[src/rtl/i2cmts_pkg.sv]
// Types and codes of the I2C master transfer sequencer.
`default_nettype none
package i2cmts_pkg;

  localparam int unsigned CFG_IDX_W = 1;
  localparam int unsigned CFG_DATA_W = 6;

  localparam logic [CFG_IDX_W-1:0] CFG_WRITE_LENGTH = 1'd0;
  localparam logic [CFG_IDX_W-1:0] CFG_READ_LENGTH  = 1'd1;

  localparam logic REQ_LOAD  = 1'b0;
  localparam logic REQ_EVENT = 1'b1;

  typedef enum logic [3:0] {
    EV_START       = 4'd0,
    EV_RSTART      = 4'd1,
    EV_ADDRW_ACK   = 4'd2,
    EV_ADDRW_NACK  = 4'd3,
    EV_DATAW_ACK   = 4'd4,
    EV_DATAW_NACK  = 4'd5,
    EV_ARB_LOST    = 4'd6,
    EV_ADDRR_ACK   = 4'd7,
    EV_ADDRR_NACK  = 4'd8,
    EV_DATAR_ACK   = 4'd9,
    EV_DATAR_NACK  = 4'd10,
    EV_OTHER       = 4'd11
  } bus_ev_t;

  // Result word without the transmit byte, which comes from the store.
  typedef struct packed {
    logic       tx_valid;
    logic       start_request;
    logic       start_clear;
    logic       stop_request;
    logic       ack_update;
    logic       ack_level;
    logic       rx_valid;
    logic [7:0] rx_byte;
    logic [4:0] rx_position;
    logic       busy_res;
  } res_t;

endpackage
`default_nettype wire

[src/rtl/i2cmts_store.sv]
// Transmit byte store: one write port, one registered read port.
`default_nettype none
module i2cmts_store #(
  parameter int unsigned DEPTH = 32,
  parameter int unsigned AW    = 5
) (
  input  wire logic          clk,
  input  wire logic          wr_en,
  input  wire logic [AW-1:0] wr_addr,
  input  wire logic [7:0]    wr_data,
  input  wire logic          rd_en,
  input  wire logic [AW-1:0] rd_addr,
  output logic      [7:0]    rd_data
);

  logic [7:0] mem [DEPTH];

  always_ff @(posedge clk) begin
    if (wr_en) begin
      mem[wr_addr] <= wr_data;
    end
  end

  // Hold the read word until the next read.
  always_ff @(posedge clk) begin
    if (rd_en) begin
      rd_data <= mem[rd_addr];
    end
  end

endmodule
`default_nettype wire

[src/rtl/i2cmts_seq.sv]
// Event decoder with position counters, configuration and store access.
`default_nettype none
module i2cmts_seq #(
  parameter int unsigned BUFFER_DEPTH = 32,
  parameter int unsigned AW           = 5
) (
  input  wire logic                                clk,
  input  wire logic                                rst_n,
  input  wire logic                                take,
  input  wire logic                                req_type,
  input  wire logic [4:0]                          load_index,
  input  wire logic [7:0]                          load_byte,
  input  wire logic [3:0]                          bus_event,
  input  wire logic [7:0]                          rx_data,
  input  wire logic                                cfg_wr_en,
  input  wire logic [i2cmts_pkg::CFG_IDX_W-1:0]    cfg_index,
  input  wire logic [i2cmts_pkg::CFG_DATA_W-1:0]   cfg_wdata,
  output logic                                     wr_en,
  output logic      [AW-1:0]                       wr_addr,
  output logic      [7:0]                          wr_data,
  output logic                                     rd_en,
  output logic      [AW-1:0]                       rd_addr,
  output i2cmts_pkg::res_t                         res
);

  logic [5:0] send_pos_r, send_pos_nxt;
  logic [5:0] recv_pos_r, recv_pos_nxt;
  logic       active_r, active_nxt;
  logic [4:0] write_len_r;
  logic [5:0] read_len_r;

  logic [5:0] send_sel;
  logic [5:0] recv_inc;
  logic       emit;
  i2cmts_pkg::bus_ev_t ev;

  // Position modulo the store depth, one entry per 6-bit position.
  logic [AW-1:0] mod_tbl [64];

  for (genvar g = 0; g < 64; g++) begin : g_mod
    assign mod_tbl[g] = AW'(g % BUFFER_DEPTH);
  end

  assign ev       = i2cmts_pkg::bus_ev_t'(bus_event);
  assign recv_inc = recv_pos_r + 6'd1;
  assign send_sel = (ev == i2cmts_pkg::EV_START) ? 6'd0 : send_pos_r;

  always_comb begin
    emit         = 1'b0;
    send_pos_nxt = send_pos_r;
    recv_pos_nxt = recv_pos_r;
    active_nxt   = active_r;
    res          = '0;
    if (req_type == i2cmts_pkg::REQ_EVENT) begin
      unique case (ev)
        i2cmts_pkg::EV_START, i2cmts_pkg::EV_RSTART: begin
          if (ev == i2cmts_pkg::EV_RSTART) begin
            recv_pos_nxt = 6'd0;
          end
          emit              = 1'b1;
          res.start_clear   = 1'b1;
          active_nxt        = 1'b1;
        end
        i2cmts_pkg::EV_ADDRW_ACK: begin
          if (write_len_r <= 5'd1) begin
            res.stop_request = 1'b1;
            active_nxt       = 1'b0;
          end else begin
            emit = 1'b1;
          end
        end
        i2cmts_pkg::EV_DATAW_ACK: begin
          if (send_pos_r < {1'b0, write_len_r}) begin
            emit = 1'b1;
          end else if (read_len_r != 6'd0) begin
            res.start_request = 1'b1;
          end else begin
            res.stop_request = 1'b1;
            active_nxt       = 1'b0;
          end
        end
        i2cmts_pkg::EV_ADDRR_ACK: begin
          res.ack_update = 1'b1;
          res.ack_level  = (read_len_r > 6'd1);
        end
        i2cmts_pkg::EV_DATAR_ACK, i2cmts_pkg::EV_DATAR_NACK: begin
          res.rx_valid    = 1'b1;
          res.rx_byte     = rx_data;
          res.rx_position = recv_pos_r[4:0];
          recv_pos_nxt    = recv_inc;
          if (ev == i2cmts_pkg::EV_DATAR_ACK) begin
            // NACK the last requested byte.
            res.ack_update = 1'b1;
            res.ack_level  = (({1'b0, recv_inc} + 7'd1) < {1'b0, read_len_r});
          end else begin
            res.stop_request = 1'b1;
            active_nxt       = 1'b0;
          end
        end
        default: begin
          res.stop_request = 1'b1;
          active_nxt       = 1'b0;
        end
      endcase
      if (emit) begin
        res.tx_valid = 1'b1;
        send_pos_nxt = send_sel + 6'd1;
      end
    end
    res.busy_res = active_nxt;
  end

  assign wr_en   = take && (req_type == i2cmts_pkg::REQ_LOAD);
  assign wr_addr = mod_tbl[{1'b0, load_index}];
  assign wr_data = load_byte;
  assign rd_en   = take && emit;
  assign rd_addr = mod_tbl[send_sel];

  always_ff @(posedge clk) begin
    if (!rst_n) begin
      send_pos_r <= 6'd0;
      recv_pos_r <= 6'd0;
      active_r   <= 1'b0;
    end else if (take) begin
      send_pos_r <= send_pos_nxt;
      recv_pos_r <= recv_pos_nxt;
      active_r   <= active_nxt;
    end
  end

  always_ff @(posedge clk) begin
    if (!rst_n) begin
      write_len_r <= 5'd1;
      read_len_r  <= 6'd0;
    end else if (cfg_wr_en) begin
      case (cfg_index)
        i2cmts_pkg::CFG_WRITE_LENGTH: write_len_r <= cfg_wdata[4:0];
        i2cmts_pkg::CFG_READ_LENGTH:  read_len_r  <= cfg_wdata;
        default: ;
      endcase
    end
  end

endmodule
`default_nettype wire

[src/rtl/i2cmts_outq.sv]
// Read-data stage and output register of the result word.
`default_nettype none
module i2cmts_outq (
  input  wire logic              clk,
  input  wire logic              rst_n,
  input  wire logic              take,
  input  i2cmts_pkg::res_t       res_in,
  input  wire logic [7:0]        rd_data,
  input  wire logic              out_stall,
  output logic                   hold,
  output logic                   out_valid,
  output i2cmts_pkg::res_t       out_res,
  output logic      [7:0]        out_tx_byte
);

  logic             s1_valid_r;
  i2cmts_pkg::res_t s1_res_r;
  logic             out_valid_r;
  i2cmts_pkg::res_t out_res_r;
  logic [7:0]       out_tx_byte_r;
  logic             out_free;
  logic             s1_move;

  assign out_free = !out_valid_r || !out_stall;
  assign s1_move  = s1_valid_r && out_free;
  // Store read data stays put while the stage holds a word that cannot move on.
  assign hold     = s1_valid_r && !out_free;

  always_ff @(posedge clk) begin
    if (!rst_n) begin
      s1_valid_r  <= 1'b0;
      out_valid_r <= 1'b0;
    end else begin
      if (take) begin
        s1_valid_r <= 1'b1;
      end else if (s1_move) begin
        s1_valid_r <= 1'b0;
      end
      if (out_free) begin
        out_valid_r <= s1_valid_r;
      end
    end
  end

  always_ff @(posedge clk) begin
    if (take) begin
      s1_res_r <= res_in;
    end
    if (s1_move) begin
      out_res_r     <= s1_res_r;
      out_tx_byte_r <= s1_res_r.tx_valid ? rd_data : 8'd0;
    end
  end

  assign out_valid   = out_valid_r;
  assign out_res     = out_res_r;
  assign out_tx_byte = out_tx_byte_r;

endmodule
`default_nettype wire

[src/rtl/i2c_master_transfer_sequencer_core.sv]
// I2C master transfer sequencer: takes store loads and bus status events and
// answers each accepted word with one action word (byte to send, start/stop
// requests, acknowledge level, received byte). One word is accepted per clock
// while in_stall is low; its result is registered in the read stage, with the
// synchronous read of the transmit store, and then in the output register.
// in_stall rises only when both hold words and out_stall is high.
`default_nettype none
module i2c_master_transfer_sequencer_core #(
  parameter int unsigned BUFFER_DEPTH = 32
) (
  input  wire logic                              clk,
  input  wire logic                              rst_n,
  input  wire logic                              in_valid,
  output logic                                   in_stall,
  input  wire logic                              in_req_type,
  input  wire logic [4:0]                        in_load_index,
  input  wire logic [7:0]                        in_load_byte,
  input  wire logic [3:0]                        in_bus_event,
  input  wire logic [7:0]                        in_rx_data,
  output logic                                   out_valid,
  input  wire logic                              out_stall,
  output logic                                   out_tx_valid,
  output logic      [7:0]                        out_tx_byte,
  output logic                                   out_start_request,
  output logic                                   out_start_clear,
  output logic                                   out_stop_request,
  output logic                                   out_ack_update,
  output logic                                   out_ack_level,
  output logic                                   out_rx_valid,
  output logic      [7:0]                        out_rx_byte,
  output logic      [4:0]                        out_rx_position,
  output logic                                   out_busy_res,
  input  wire logic                              cfg_wr_en,
  input  wire logic [i2cmts_pkg::CFG_IDX_W-1:0]  cfg_index,
  input  wire logic [i2cmts_pkg::CFG_DATA_W-1:0] cfg_wdata
);

  localparam int unsigned AW = (BUFFER_DEPTH > 1) ? $clog2(BUFFER_DEPTH) : 1;

  logic             take;
  logic             hold;
  logic             wr_en;
  logic [AW-1:0]    wr_addr;
  logic [7:0]       wr_data;
  logic             rd_en;
  logic [AW-1:0]    rd_addr;
  logic [7:0]       rd_data;
  i2cmts_pkg::res_t res;
  i2cmts_pkg::res_t out_res;

  assign in_stall = hold;
  assign take     = in_valid && !hold;

  i2cmts_seq #(
    .BUFFER_DEPTH(BUFFER_DEPTH),
    .AW          (AW)
  ) u_seq (
    .clk       (clk),
    .rst_n     (rst_n),
    .take      (take),
    .req_type  (in_req_type),
    .load_index(in_load_index),
    .load_byte (in_load_byte),
    .bus_event (in_bus_event),
    .rx_data   (in_rx_data),
    .cfg_wr_en (cfg_wr_en),
    .cfg_index (cfg_index),
    .cfg_wdata (cfg_wdata),
    .wr_en     (wr_en),
    .wr_addr   (wr_addr),
    .wr_data   (wr_data),
    .rd_en     (rd_en),
    .rd_addr   (rd_addr),
    .res       (res)
  );

  i2cmts_store #(
    .DEPTH(BUFFER_DEPTH),
    .AW   (AW)
  ) u_store (
    .clk    (clk),
    .wr_en  (wr_en),
    .wr_addr(wr_addr),
    .wr_data(wr_data),
    .rd_en  (rd_en),
    .rd_addr(rd_addr),
    .rd_data(rd_data)
  );

  i2cmts_outq u_outq (
    .clk        (clk),
    .rst_n      (rst_n),
    .take       (take),
    .res_in     (res),
    .rd_data    (rd_data),
    .out_stall  (out_stall),
    .hold       (hold),
    .out_valid  (out_valid),
    .out_res    (out_res),
    .out_tx_byte(out_tx_byte)
  );

  assign out_tx_valid      = out_res.tx_valid;
  assign out_start_request = out_res.start_request;
  assign out_start_clear   = out_res.start_clear;
  assign out_stop_request  = out_res.stop_request;
  assign out_ack_update    = out_res.ack_update;
  assign out_ack_level     = out_res.ack_level;
  assign out_rx_valid      = out_res.rx_valid;
  assign out_rx_byte       = out_res.rx_byte;
  assign out_rx_position   = out_res.rx_position;
  assign out_busy_res      = out_res.busy_res;

endmodule
`default_nettype wire

[config.mk]
export PLATFORM = sky130hd
export DESIGN_NAME = i2c_master_transfer_sequencer_core
export DESIGN_NICKNAME = d
export VERILOG_FILES = /design/src/rtl/i2cmts_pkg.sv /design/src/rtl/i2cmts_store.sv /design/src/rtl/i2cmts_seq.sv /design/src/rtl/i2cmts_outq.sv /design/src/rtl/i2c_master_transfer_sequencer_core.sv
export SDC_FILE = /design/constraint.sdc
export NUM_CORES = 1
export LEC_CHECK = 0
export ABC_AREA = 1
export BUFFER_PORTS_ARGS = -buffer_cell sky130_fd_sc_hd__buf_2
export CAP_MARGIN = 20
export CORE_ASPECT_RATIO = 0.8
export CORE_UTILIZATION = 30
export CTS_CLUSTER_DIAMETER = 80
export CTS_CLUSTER_SIZE = 10
export DETAILED_ROUTE_END_ITERATION = 16
export GPL_TIMING_DRIVEN = 0
export PLACE_DENSITY_LB_ADDON = 0.05
export SLEW_MARGIN = 20
export SYNTH_ARGS = -nofsm -noshare
export SYNTH_HDL_FRONTEND = slang
export SYNTH_SLANG_ARGS = --single-unit
[constraint.sdc]
create_clock -name clk -period 2 [get_ports clk]
set_input_delay 0.3 -clock clk [delete_from_list [all_inputs] [get_ports clk]]
set_output_delay 0.3 -clock clk [all_outputs]
set_load 0.01 [all_outputs]
Word-level counts from Yosys, hierarchy flattened
Memories as Yosys holds them, arrays and structs flattened. A register that Yosys moved wholly into a read port is not among the register bits. Index checks and enable logic that the tools add are counted.

RAM bits: 256. Bits in read-only memories: 640. Memories kept: 3. Logic and storage cells: 108. Output and inout bits: 31. Register bits after elaboration: 76. Input bits: 38.

Bitwise logic cells: 5. $lt $le $gt $ge: 6. Equal/unequal tests: 7. Add/subtract/negate cells: 3. Multiplexer cells: 33. Reduce and logical (&&, ||, !) cells: 23.

Memories: (no name shown) (depth 64, bits a word 5, read ports 1, clocked after Yosys merged registers in 0, wr ports 0, RTL line i2cmts_seq.sv:117) `assign rd_addr = mod_tbl[send_sel];`; (no name shown) (depth 64, bits a word 5, read ports 1, clocked after Yosys merged registers in 0, wr ports 0, RTL line i2cmts_seq.sv:114) `assign wr_addr = mod_tbl[{1'b0, load_index}];`; u_store.mem (depth 32, bits a word 8, read ports 1, clocked after Yosys merged registers in 1, wr ports 1, RTL line i2cmts_store.sv:16) `logic [7:0] mem [DEPTH];`.

Operator list (count): 2-to-1 mux 1 bit (20); 2-to-1 mux 5 bit (4); >= comparator 7 bit (second input constant) (2); 2-to-1 mux 14 bit (1); adder 6 x 1 -> 6 bit (second input constant) (2); 2-to-1 mux 6 bit (2); one-hot mux 6 bit (2 select lines) (1); == test 4 x 3 -> 1 bit (second input constant) (2); == test 4 bit (second input constant) (2); adder 6 x 1 -> 7 bit (second input constant) (1); less-than comparator 7 x 6 -> 1 bit (1); NOT 5 -> 7 bit (1); NOT 6 -> 7 bit (1); > comparator 6 x 1 -> 1 bit (second input constant) (1); less-than comparator 6 x 5 -> 1 bit (1); AND reduction 2 bit (3); nonzero test 6 bit (1); OR reduction 3 bit (2); <= comparator 5 x 1 -> 1 bit (second input constant) (1); logical AND 1 bit (5); one-hot mux 1 bit (5 select lines) (1); == test 4 x 1 -> 1 bit (second input constant) (1); == test 4 x 2 -> 1 bit (second input constant) (1); zero test 1 bit (4); 12 further kinds (16).

Logic depth before layout (Yosys ltp)
Gate-level depths: netlist (run 1).

Depth after elaboration: 9. Mapped depth: 15.

By module
A second synthesis (run 1) with hierarchy kept.

Cells, all modules: 1284. Area total of the unflattened synthesis: 14368.8 um^2.

By module, submodules not included: i2cmts_store (cells each 922, area each 10866.7 um^2, times used 1); i2cmts_seq (cells each 282, area each 1846.8 um^2, times used 1); i2cmts_outq (cells each 78, area each 1645.3 um^2, times used 1); i2c_master_transfer_sequencer_core (cells each 2, area each 10.0 um^2, times used 1).

Worst setup path before layout (run 1)
No wires, ideal clock.

Path type: reg-to-reg. Start point: register u_outq.out_valid_r, in the netlist u_outq.out_valid. End point: register u_outq.out_res_r (netlist bit u_outq.out_res[0]) (enable). Path slack: -0.214 ns. Arrival: 1.789 ns. Data required time: 1.575 ns. Library setup time: 0.425 ns. Path buffers: 0. Period minus slack after synthesis: 2.214 ns. Cell stages (with the launch flop): 2. Path through: dfxtp_1 -> a21oi_1.

Cells in the longest elaborated chain, start to end: 3.

Ends and longest elaborated chain: from (decl) (RTL line i2cmts_outq.sv:18) `logic out_valid_r;`; from (signal assigned) (RTL line i2cmts_outq.sv:40) `out_valid_r <= s1_valid_r;`; zero test 1 bit (RTL line i2cmts_outq.sv:24) `assign out_free = !out_valid_r || !out_stall;`; logical OR 1 bit (RTL line i2cmts_outq.sv:24); logical AND 1 bit (RTL line i2cmts_outq.sv:25) `assign s1_move = s1_valid_r && out_free;`; via u_outq.s1_move (RTL line i2cmts_outq.sv:22) `logic s1_move;`; to (signal assigned) (RTL line i2cmts_outq.sv:50) `out_res_r <= s1_res_r;`; to (decl) (RTL line i2cmts_outq.sv:19) `i2cmts_pkg::res_t out_res_r;`.

The timed path passes the listed nets, and every way through them passes these cells. A chain may end at the register's enable or synchronous reset.

Final worst setup path (run 1)
Start point: register u_seq.recv_pos_r[0]. End point: register u_outq.s1_res_r[15] in the netlist's numbering, data pin.

Cells in the longest elaborated chain, start to end: 5.

Ends and longest elaborated chain: from (decl) (RTL line i2cmts_seq.sv:27) `logic [5:0] recv_pos_r, recv_pos_nxt;`; from (signal assigned) (RTL line i2cmts_seq.sv:126) `recv_pos_r <= recv_pos_nxt;`; adder 6 x 1 -> 6 bit (RTL line i2cmts_seq.sv:45) `assign recv_inc = recv_pos_r + 6'd1;`; adder 6 x 1 -> 7 bit (RTL line i2cmts_seq.sv:94) `res.ack_level = (({1'b0, recv_inc} + 7'd1) < {1'b0, read_len_r});`; less-than comparator 7 x 6 -> 1 bit (RTL line i2cmts_seq.sv:94); 2-to-1 mux 2 bit (RTL line i2cmts_seq.sv:91) `if (ev == i2cmts_pkg::EV_DATAR_ACK) begin`; one-hot mux 2 bit (2 select lines) (RTL line i2cmts_seq.sv:55) `unique case (ev)`; to (signal assigned) (RTL line i2cmts_outq.sv:47) `s1_res_r <= res_in;`; to (decl) (RTL line i2cmts_outq.sv:17) `i2cmts_pkg::res_t s1_res_r;`.

No other way between the ends.

==> results.ini, run 1 <==
[sta]
tightest_slew_ns=1.14
hold_violations=0
setup_viol=1
slew_headroom_pct=24.1
timing.final.ws_setup_ns=-0.119
drv_slew=0
skew_ns=0.0116
fmax_mhz=472
whs_ns=0.0542
period_share_pct=106
layout_min_cycle_time_ns=2.12
grt_setup_unrepaired=true

[logic_synthesis]
synthAdderAreaFrac_pct=1.05
synth_top_family_by_area=simple AND/OR/NAND/NOR gates
syn_area_mm2=0.0143
synth_seq_area_share_pct=69.7
synthTopCellsByCount=edfxtp_1 (314), nand2_1 (203), inv_1 (140), nand3_1 (112), o211ai_1 (112)
yosysTopAreaCell=edfxtp_1
synth_xor_area_share_pct=0.737
muxShareOfSynthArea_pct=0
synth-edff-count=314
synth_top_area_share_pct=66.1
yosys-top-cells-area=edfxtp_1 (66%), o211ai_1 (5.9%), nand2_1 (5.3%)
synth-simple-area-share_pct=14.2
synth.most_common_cell=edfxtp_1
avgSynthCellArea_um2=11.9
synth_compound_area_share_pct=8.11
syn_inst=1197
ys_ff_latch=340
synth_nets=1247
yosysWarningCount=0
async_reset_ff_share_pct=0
synthFlopType=edfxtp_1
synth.distinct_cells=32

[run]
drv_cap=0

[grt]
antenna_found_initial=0
grt_pass1_vias=8928
grt_use_met1_pct=27.5
use_met3_pct=2.95
overflow=0
grt_usage_pct=17.6
grt_max_degree=33
use_met2_pct=24.8
top_usage_layer=met1
grt_pass1_wl_um=61100

[clock_tree]
clock_latency_ns=0.54
clk_pin_slew_ns=0.06
cts_tree=done
cts_buffers=39
cts_htree_levels=2
cts.path.max_buffers=3
clkSinkCount=340
root_buffer=clkbuf_16

[setup_path]
critPathKind=reg2reg
critPathTopFamily=simple AND/OR/NAND/NOR gates
max_stage_delay_ns=0.38
arrival_ns=2.51
critPathLaunchType=register
cp_slowest_cell=dfxtp_4
critical_path_buf_inv_count=1
crit_path_max_fanout=4
cp-end-kind=register
crit_chain=ha_4 > xor2_4 > nand2_2 > nor2_4 > xnor2_2 > inv_2 > ha_4 > nand3_2 > nand2_2 > o21ai_2 > nand3_2 > a21oi_2
required_ns=2.39

[cells_and_area]
drive_above_1_share_pct=22.8
syn2layout_area_growth_pct=22.7
antenna_cells=0
nNetsFinal=1382
final_cells=1965

[placement]
io_buffers=67
place.gp.congestion=0.820
dpl.cell_count=1885
dpl.hpwl_um=28100
pre_cts_ws_ns=-0.977

[hold_path]
hold_class=in2reg

[routing]
vias=9235
routed_wirelength_um=42700
viasPerCell=4.70
drt_iter0_drc=652
drt_pass1_iterations=4
post-route-drc-count=0
ant_nets=0
detail_route.wl_per_cell_um=21.7

[power_and_ir_drop]
p_leak_nw=6.40
power.total_w=0.0151
power_density_mw_per_mm2=864
ir_worst_vdd_mv=0.491

[floorplanning]
start_util_pct=30.4
fp.dieW_um=246
boundaryPins=69
core-area_mm2=0.0470
die_h_um=197
dieArea_mm2=0.0484
fp-row-count=71

[outcome]
status=complete, but fails checks
violations=setup timing

==> path summary, 6_finish.rpt <==
path	from	end	slack [ns]	cells past startpoint
max	u_seq.recv_pos_r[0]$_SDFFE_PN0P_	u_outq.s1_res_r[15]$_SDFFCE_PN0P_	-0.12	12
min reg2reg	u_outq.s1_res_r[15]$_SDFFCE_PN0P_	u_outq.out_res[15]$_DFFE_PP_	0.42	0
min	in_rx_data[7]	u_outq.s1_res_r[13]$_SDFFCE_PN0P_	0.05	3
max reg2reg	u_seq.recv_pos_r[0]$_SDFFE_PN0P_	u_outq.s1_res_r[15]$_SDFFCE_PN0P_	-0.12	12
==> tightest hold or removal path: stages <==
cell	delay, ns
buf_2	0.07
inv_1	0.03
nor2_1	0.08
==> report_power, final <==
part           leakage (nW)  total [W]  switching (W)  internal, W
sequential             3.09    0.00790      0.0000308      0.00787
combinational          2.81   0.000949       0.000670     0.000279
clock                 0.502    0.00629        0.00275      0.00354
total                  6.40     0.0151        0.00345       0.0117
==> flip-flops by register name (all words and copies together), names as in the netlist, 5 cells and up <==
| register | cells |
|---|---|
| u_store.mem | 256 |
| u_seq.recv_pos_r | 6 |
| u_outq.s1_res_r | 21 |
| u_seq.read_len_r | 6 |
| u_outq.out_res | 21 |
| u_store.rd_data | 8 |
| u_seq.write_len_r | 5 |
| u_seq.send_pos_r | 6 |
| u_outq.out_tx_byte | 8 |
==> layout make-up <==
| type | instances | area [um2] |
|---|---|---|
| Fill cell | 4563 | 29500 |
| Timing Repair Buffer | 94 | 688 |
| Buffer | 54 | 437 |
| Sequential cell | 340 | 9960 |
| Timing Repair inverter | 1 | 5.00 |
| Inverter | 147 | 561 |
| Clock buffer | 53 | 1030 |
| Tap cell | 620 | 776 |
| Clock inverter | 1 | 8.76 |
| Multi-Input combinational cell | 655 | 4050 |
==> through the flow <==
stage	setup TNS, ns	util (%)	instance area (um2)
finish	-0.119	37.3	17500
global route	-0.431	37.3	17500
CTS	-0.187	36.3	17100
detailed placement	-220.29	32.8	15400
global placement	-213.64	32.8	15400
floorplan	0	-	14300
==> cells by family (layout without fill, tap and decap cells) <==
family | Yosys count | in the layout
simple gates | 458 | 458
flops | 340 | 340
buf+inv | 202 | 350
compound gates | 173 | 173
fa+ha+maj | 12 | 12
xor+xnor | 12 | 12
==> metal layers <==
layer  vias up  share of wire, %
met4         0               1.5
met2       147                42
met5         -                 0
li1       4474                 -
met1      4570                53
met3        44               3.8
==> what timing repair did <==
item / in CTS / in global routing
hold endpoints to repair: 1 / 0
buffers inserted: 17 / 3
pin swaps: 32 / 59
cloned: 0 / 6
gates resized for setup: 123 / 77
endpoints found under the setup margin: 273 / 179
hold buffers: 1 / 0
==> placed cells by master (no fill, tap or decap), types with 4 or more instances in the layout <==
| cell | count |
|---|---|
| edfxtp_1 | 314 |
| nand2_1 | 182 |
| inv_1 | 136 |
| o211ai_1 | 112 |
| buf_2 | 82 |
| nand3_1 | 80 |
| nor2_1 | 44 |
| clkbuf_16 | 44 |
| nor2_4 | 34 |
| nand3_2 | 32 |
| o21ai_0 | 31 |
| or2_1 | 30 |
| nand2_2 | 21 |
| clkbuf_1 | 21 |
| dfxtp_1 | 21 |
| a21oi_1 | 20 |
| buf_4 | 20 |
| nand4_1 | 13 |
| buf_6 | 12 |
| or2_0 | 8 |
| ha_1 | 8 |
| buf_12 | 7 |
| inv_2 | 6 |
| clkbuf_2 | 6 |
| xor2_1 | 5 |
| buf_8 | 5 |
| ha_4 | 4 |
Note: power is estimated with default switching activity, not from simulation.
==> run 2: changes to the inputs <==
--- a/config.mk
+++ b/config.mk
@@ -5,7 +5,6 @@
 export SDC_FILE = /design/constraint.sdc
 export NUM_CORES = 1
 export LEC_CHECK = 0
-export ABC_AREA = 1
 export BUFFER_PORTS_ARGS = -buffer_cell sky130_fd_sc_hd__buf_2
 export CAP_MARGIN = 20
 export CORE_ASPECT_RATIO = 0.8
==> constraint.sdc (replaced) <==
create_clock -name clk -period 2.46 [get_ports clk]
set_input_delay 0.369 -clock clk [delete_from_list [all_inputs] [get_ports clk]]
set_output_delay 0.369 -clock clk [all_outputs]
set_load 0.01 [all_outputs]
==> run 2 against run 1 <==
Effect of this change: the flow now finishes without violations; maximum frequency shrank 12%; clock power shrank 17%; synthesized cell count shrank 22%; core utilization shrank 0.37 points; routed wire length shrank 7.9%; count of clock-buffer cells in the layout grew 2; power shrank 20%; sequential power shrank 19%; die area shrank 3.4%; non-clock buffer count shrank 17; worst hold slack gained 0.010 ns; synthesized area shrank 3.5%; largest power group unchanged; highest routed layer unchanged.
==> results.ini, run 2 <==
[outcome]
status=finished, final reports clean

[routing]
detail_route.wl_per_cell_um=23.5
post-route-drc-count=0
vias=8273
routed_wirelength_um=39300
ant_nets=0
viasPerCell=4.94
drt_pass1_iterations=5
drt_iter0_drc=577

[grt]
grt_usage_pct=16.8
grt_max_degree=33
grt_pass1_vias=8127
overflow=0
grt_pass1_wl_um=57500
antenna_found_initial=3

[logic_synthesis]
yosysTopAreaCell=edfxtp_1
synth_nets=985
yosys-top-cells-area=edfxtp_1 (68%), dfxtp_1 (3.8%), mux4_2 (3.8%)
synth_seq_area_share_pct=72.2
ys_ff_latch=340
synth-edff-count=314
syn_area_mm2=0.0138
synthFlopType=edfxtp_1
synth_top_area_share_pct=68.5
yosysWarningCount=0
async_reset_ff_share_pct=0
synth.distinct_cells=61
syn_inst=935
avgSynthCellArea_um2=14.7
synthTopCellsByCount=edfxtp_1 (314), nand2_1 (93), nor2_1 (65), a21oi_1 (58), nand3_1 (36)
synth.most_common_cell=edfxtp_1

[setup_path]
critPathLaunchType=register
crit_chain=clkbuf_4 > clkbuf_4 > buf_2 > nor3_1 > nor3_1 > a21oi_1 > o211ai_1
critPathKind=reg2reg
rrSetupSlack_ns=0.04
cp-end-kind=register
critical_path_buf_inv_count=3
crit_path_max_fanout=10
max_stage_delay_ns=0.42
required_ns=2.72
critPathTopFamily=buffers and inverters
cp_slowest_cell=o211ai_1
arrival_ns=2.68

[floorplanning]
core-area_mm2=0.0448
boundaryPins=69
fp-row-count=69
die_h_um=194
fp.dieW_um=242
dieArea_mm2=0.0468
start_util_pct=30.7

[power_and_ir_drop]
power.total_w=0.0121
power_frac_clock_pct=43.4
p_leak_nw=5.41
power_frac_seq_pct=53.1
p_sw_w=0.00256
ir_worst_vdd_mv=0.434
power_density_mw_per_mm2=732
swShare_pct=21.2
internal_power_w=0.00953
combPwrFrac_pct=3.5

[sta]
tightest_slew_ns=0.978
layout_min_cycle_time_ns=2.42
period_share_pct=98.4
setup_viol=0
hold_violations=0
timing.final.ws_setup_ns=0.0401
drv_slew=0
skew_ns=0.0173
tns_ns=0
slew_headroom_pct=34.8
grt_setup_unrepaired=true
fmax_mhz=413

[clock_tree]
cts_htree_levels=2
clock_latency_ns=0.53
cts.path.max_buffers=3
clkSinkCount=340
cts_tree=done
ctsHoldBuffers=0
root_buffer=clkbuf_16
cts_buffers=40
clk_pin_slew_ns=0.05

[placement]
dpl.hpwl_um=26100
io_buffers=65
dpl.cell_count=1604
place.gp.congestion=0.783
pre_cts_ws_ns=-1.07

[cells_and_area]
top_register=u_store.mem
antenna_cells=0
nNetsFinal=1106
fillers=4310
largest_reg_flops=256
final_cells=1674
fin_util_pct=36.9
drive_above_1_share_pct=25.8
final_common_cell=edfxtp_1
most-common-layout-cells=edfxtp_1 (314), nand2_1 (92), buf_2 (72), a21oi_1 (52), clkbuf_16 (41)
syn2layout_area_growth_pct=20.0

[run]
drv_cap=0

[hold_path]
hold_class=in2reg

## run 2: cell types whose count changed in the layout (fill, tap and decap cells not counted), moves of 16 or more
cell      change
o22ai_1      +21
nor2_4       -27
mux4_2       +23
nand3_1      -45
mux2_2       +16
inv_1       -121
nand3_2      -31
nand2_2      -19
and2_1       +21
nand2_1      -90
or2_1        -30
nor2_2       +24
a21oi_1      +32
o211ai_1    -108
## run 2: cell type report
type	count	area, um2	share of cell area [%]
tap	603	754	4.56
timing repair inverter	1	5.00	0.0303
buffer	53	383	2.32
clock inverter	2	12.5	0.0757
multi-input combinational	524	3820	23.1
clock buffer	55	1080	6.52
sequential	340	9950	60.2
inverter	18	75.1	0.454
timing repair buffer	78	455	2.75
## run 2: per-stage QoR
step,hold WS (ns),area [um2]
2_1_floorplan,0.400,13800
3_3_place_gp,0.400,14900
3_5_place_dp,0.405,14900
4_1_cts,0.0373,16300
5_1_grt,0.0454,16500
6_report,0.0642,16500
## run 2: cells by family after synthesis
group | share of synthesized area (%)
xor+xnor | 0.572
compound gates | 8.26
flops | 72.2
simple gates | 9.34
buf+inv | 2.42
fa+ha+maj | 1.16
mux | 6.01
## run 2: timing repair
| action | CTS | global route |
|---|---|---|
| setup buffers | 4 | 8 |
| resized for setup | 91 | 44 |
| endpoints found under the hold margin | 0 | 0 |
| pin swaps | 4 | 5 |
| gates cloned | 1 | 0 |
| setup endpoints to repair | 279 | 34 |
## run 2: path summary, 6_finish.rpt
| path | from | endpoint | cells after the start |
|---|---|---|---|
| min | in_valid | u_outq.s1_valid_r$_SDFFE_PN0P_ | 2 |
| max reg2reg | u_seq.send_pos_r[2]$_SDFFE_PN0P_ | u_store.rd_data[6]$_DFFE_PP_ | 7 |
| max | u_seq.send_pos_r[2]$_SDFFE_PN0P_ | u_store.rd_data[6]$_DFFE_PP_ | 7 |
| min reg2reg | u_outq.s1_res_r[5]$_SDFFCE_PN0P_ | u_outq.out_res[5]$_DFFE_PP_ | 0 |
## run 2: routing by layer
layer / wire (um) / up-vias / GRT usage [%] / part of all wire (%)
li1: - / 3819 / - / -
met1: 20400 / 4205 / 26.7 / 52
met2: 16300 / 193 / 23.6 / 41
met3: 1890 / 56 / 2.82 / 4.8
met4: 697 / 0 / 3.96 / 1.8
met5: 0 / - / 0 / 0
## run 2: power groups by stage
stage / clock network [W] / logic (W) / registers (W)
final: 0.00524 / 0.000429 / 0.00642
after CTS: 0.00540 / 0.000432 / 0.00642
after detailed placement: 0 / 0.000408 / 0.00654
after global routing: 0.00559 / 0.000471 / 0.00643
after floorplan: 0 / 0.000166 / 0.00655
after global placement: 0 / 0.000400 / 0.00654
